<file path="src/hdl/ffha_pkg.sv">
// Shared types and constants for the first-fit heap allocator.
// Used by ffha_cell and first_fit_heap_allocator; depends on nothing.
package ffha_pkg;

	localparam int unsigned DEF_MAX_BLOCKS   = 64;
	localparam int unsigned DEF_HEADER_BYTES = 16;

	localparam int unsigned CFG_IDX_W = 8;

	localparam logic [1:0] FN_MALLOC  = 2'd0;
	localparam logic [1:0] FN_CALLOC  = 2'd1;
	localparam logic [1:0] FN_REALLOC = 2'd2;
	localparam logic [1:0] FN_FREE    = 2'd3;

	localparam logic [1:0] STAT_OK      = 2'd0;
	localparam logic [1:0] STAT_NULL    = 2'd1;
	localparam logic [1:0] STAT_UNKNOWN = 2'd2;

	localparam logic [CFG_IDX_W-1:0] CFG_HEAP_BASE  = CFG_IDX_W'(0);
	localparam logic [CFG_IDX_W-1:0] CFG_HEAP_LIMIT = CFG_IDX_W'(1);

	localparam logic [31:0] RST_HEAP_BASE  = 32'd65536;
	localparam logic [31:0] RST_HEAP_LIMIT = 32'd1048576;

	typedef struct packed {
		logic [1:0]  func;
		logic [31:0] user_addr;
		logic [31:0] req_size;
		logic [31:0] elem_count;
	} req_t;

	typedef struct packed {
		logic [31:0] result_addr;
		logic [1:0]  status;
		logic [31:0] clear_len;
		logic [31:0] copy_len;
	} rsp_t;

	// One block table entry as held by a cell.
	typedef struct packed {
		logic [31:0] size;
		logic        is_free;
	} entry_t;

	// Per-cell control: shift takes the neighbor's entry, wr loads data.
	typedef struct packed {
		logic   shift;
		logic   wr;
		logic   wr_size;
		entry_t data;
	} cell_ctrl_t;

	typedef enum logic [2:0] {
		S_IDLE,
		S_PREP,
		S_SCAN,
		S_APPLY,
		S_REL,
		S_DEL,
		S_DONE
	} state_t;

endpackage

</file>
<file path="src/hdl/ffha_cell.sv">
// One cell of the block table chain: holds a single entry.
// Depends on ffha_pkg for entry_t and cell_ctrl_t.
module ffha_cell import ffha_pkg::*; (
	input  logic       clk,
	input  cell_ctrl_t ctrl,
	input  entry_t     nbr,
	output entry_t     ent
);

	entry_t ent_q;

	// take the neighbor on a shift, else load a direct write
	always_ff @(posedge clk) begin
		if (ctrl.shift) begin
			ent_q <= nbr;
		end else if (ctrl.wr) begin
			if (ctrl.wr_size) begin
				ent_q.size <= ctrl.data.size;
			end
			ent_q.is_free <= ctrl.data.is_free;
		end
	end

	assign ent = ent_q;

endmodule

</file>
<file path="config.mk">
export PLATFORM = sky130hd
export DESIGN_NAME = ffha_cell
export DESIGN_NICKNAME = d
export VERILOG_FILES = /design/src/hdl/ffha_pkg.sv /design/src/hdl/ffha_cell.sv
export SDC_FILE = /design/constraint.sdc
export NUM_CORES = 1
export LEC_CHECK = 0
export ABC_CLOCK_PERIOD_IN_PS = 4750
export BUFFER_PORTS_ARGS = -buffer_cell sky130_fd_sc_hd__buf_2
export CAP_MARGIN = 30
export CORE_ASPECT_RATIO = 1.25
export CORE_UTILIZATION = 45
export CTS_BUF_LIST = sky130_fd_sc_hd__clkbuf_4 sky130_fd_sc_hd__clkbuf_8 sky130_fd_sc_hd__clkbuf_16
export CTS_CLUSTER_SIZE = 10
export DETAILED_ROUTE_END_ITERATION = 10
export GPL_TIMING_DRIVEN = 0
export PLACE_DENSITY = 0.89
export REMOVE_ABC_BUFFERS = 1
export SLEW_MARGIN = 20
export SYNTH_ARGS = -nofsm -noshare
export SYNTH_HDL_FRONTEND = slang
export SYNTH_SLANG_ARGS = --single-unit
</file>
<file path="constraint.sdc">
create_clock -name clk -period 4.75 [get_ports clk]
set_clock_uncertainty 0.15 [all_clocks]
set_input_delay 0.475 -clock clk [delete_from_list [all_inputs] [get_ports clk]]
set_output_delay 0.475 -clock clk [all_outputs]
set_load 0.02 [all_outputs]
</file>
== After elaboration in Yosys (flattened, before gate mapping) ==
Cells that the tools add are included.
W data, S select, Z words.
Word-level totals
  word-level logic and storage cells: 8
  output and inout bits: 33
  register bits after elaboration: 33
  bits of input ports: 70
Cells by class
  reduce and logical (&&, ||, !) cells: 3
  multiplexer cells: 3
Operators by type and width (count)
  $mux W33: 2
  $mux W32: 1
  $reduce_bool A2 Y1: 2
  $reduce_and A2 Y1: 1

== Depth between registers and ports, before layout ==
  depth in word-level cells: 3
  depth in mapped cells: 3
  depth with buffers taken out: 1

== Worst setup path after synthesis ==
No wires, ideal clock.
  path type: input -> register
  start: input ctrl[35] (netlist bit)
  end: register ent_q, in the netlist ent[10] (enable)
  stages on the path: 3
  data required time: 4.212 ns
  setup slack: 2.771 ns
  buffers on the path: 2
  data arrival time: 1.441 ns
  setup time: 0.388 ns
  cells stage by stage: buf_6 -> buf_12 -> a21o_1
Between the ends
  word-level cells in the longest chain between the ends: 2
  elaborated cells between the ends (all ways): 3
  those cells by class: reduce/logical: 3
RTL lines
  start, declared: RTL line ffha_cell.sv:5  | input cell_ctrl_t ctrl,
  $reduce_bool A2 Y1 (no line)
  $reduce_and A2 Y1 (no line) *
  end signal, assigned: RTL line ffha_cell.sv:15  | ent_q <= nbr;
  end, declared: RTL line ffha_cell.sv:10  | entry_t ent_q;
Every way passes the cells marked *; elsewhere a longest branch is shown, timed or not.
A chain may end at the register's enable or synchronous reset.

== Final worst setup path ==
  start: input ctrl[35] (netlist bit)
  end: register ent_q, in the netlist ent[11] (enable)
Same word-level chain as after synthesis.

==> qor.yml <==
outcome: "completed"
grt_max_degree: 36
io_pins: 103
seq_area_frac_synth_pct: 63.8
htree_levels: 2
critPathMaxFanout: 20
ff_latch_area_um2: 991
die_w_um: 54.5
layout_common_cells: "buf_2 (102), edfxtp_1 (33), mux2_4 (28), mux2_2 (5), clkbuf_8 (5)"
routed_via_density: 4.74
period_needed_ps: 2140
cpPeakStageDelay_ps: 580
cts_buffers: 5
endpoint_kind: "flip-flop"
critical_path_required_ps: 4580
area_growth_pct: 39.2
drt-initial-drc-count: 29
crit_chain: "buf_2, buf_16, a21o_1, buf_8"
grt_pass1_vias: 1028
hold_violations: 0
cts_setup_buffers: 0
port-buffer-count: 102
synth.top_cells.by_area: "edfxtp_1 (64%), mux2_4 (27%), buf_12 (3.9%)"
cts_root_buffer: "clkbuf_8"
largest_register_ffs: 33
min_path_type: "input pin to flip-flop"
avgSynthCellArea_um2: 21.6
final_common_cell: "buf_2"
crit_slowest_cell: "a21o_1"
netlist_area_um2: 1550
synth_cell_type_count: 7
n_fill_cell: 245
wire_per_inst_um: 14.9
drc: 0
first_pass_iters: 4
rsz0062_at_grt: "no"
start_kind: "input pin"
final.setup.tns_ps: 0
power.density_nw_per_um2: 333
routabilityCongestion: 0.706
clock_tree.buffer_depth: 2
core_area_um2: 3250
start_util_pct: 47.7
synthCells: 72
drv_slew: 0
p_leak_nw: 1.05
cts.repair.resized: 0
relSlewSlack_pct: 52.0
setup_violations: 0
cts.sinks: 33
clkTransAtPathRegs_ps: 60
yosysWarnings: 0
cp.arrival_ps: 1970
cts_tree: "built"
maxCapViolCount: 0
critPathKind: "input pin to flip-flop"
worstMarginPinSlew_ps: 720
vdd_drop_max_v: 0.000281
grt-ovfl-total: 0
fmax_mhz: 467
synthDominantCellAreaShare_pct: 63.8
grt_first_pass_wirelength_um: 4450
antenna_found_initial: 0
yosysTopAreaCell: "edfxtp_1"
ant_nets: 0
p_total_uw: 720
hpwlAfterDp_um: 2520
holdBufCountCts: 0
die_h_um: 67.7
period_share_pct: 45.1
grtUsageTotal_pct: 18.3
synth_seq_cells: 33
dieArea_um2: 3690
multi_input_area_um2: 490
antenna_cells: 0
wl_um: 3210
final_nets: 249
layout-drive-gt1-share_pct: 80.4
num_rows: 23
dr_total_vias: 1024
worst max-delay path, delay by kind of cell:
| family | cells | cell delay (ps) |
|---|---|---|
| buf+inv | 3 | 900 |
| compound gates | 1 | 580 |
cells in the mapped netlist (all sizes together):
cell type and n:
mux2 33, a21o 1, buf 4, edfxtp 33
or2 1
per-stage QoR:
step           cells  hold slack, ps  instance area [µm²]  setup WS (ps)  util (%)
5_1_grt          216             327                 2160           2490      66.4
2_1_floorplan     68             525                 1480           3030         -
3_5_place_dp     208             628                 2050           2150      63.1
4_1_cts          215             339                 2130           2430      65.6
6_report         216             345                 2160           2610      66.4
3_3_place_gp     207             624                 2040           2050      62.7
final timing paths:
kind | start | end | slack (ps) | cells after the start
setup / recovery | ctrl[35] | ent[11] | 2610 | 4
hold / removal | ctrl[34] | ent[0] | 340 | 2
metal layers:
layer  vias to the layer above  GRT usage (%)  wire length (µm)
li1                        492              -                 -
met1                       450           17.5              1000
met2                        74           30.6              1800
met3                         8           10.1               335
met4                         0           9.29                68
met5                         -              0                 0
report_power, final:
group | total, mW | internal [mW] | switching (mW)
sequential | 0.368 | 0.360 | 0.00802
combinational | 0.158 | 0.0758 | 0.0823
clock | 0.194 | 0.104 | 0.0901
area by class of cell:
cell class,instances,share of cell area (%)
Sequential cell,33,45.9
Timing Repair Buffer,104,25.6
Multi-Input combinational cell,35,22.7
Clock buffer,6,3.53
Tap cell,37,2.14
Clock inverter,1,0.174
cells by family (layout without fill, tap and decap cells):
family / Yosys count / count (layout) / synth area share, %
AOI/OAI and AO/OA: 1 / 1 / 0.484
muxes: 33 / 33 / 30.7
DFF: 33 / 33 / 63.8
and+or+nand+nor: 1 / 1 / 0.403
buffers and inverters: 4 / 111 / 4.59
Note: power is estimated with default switching activity, not from simulation.
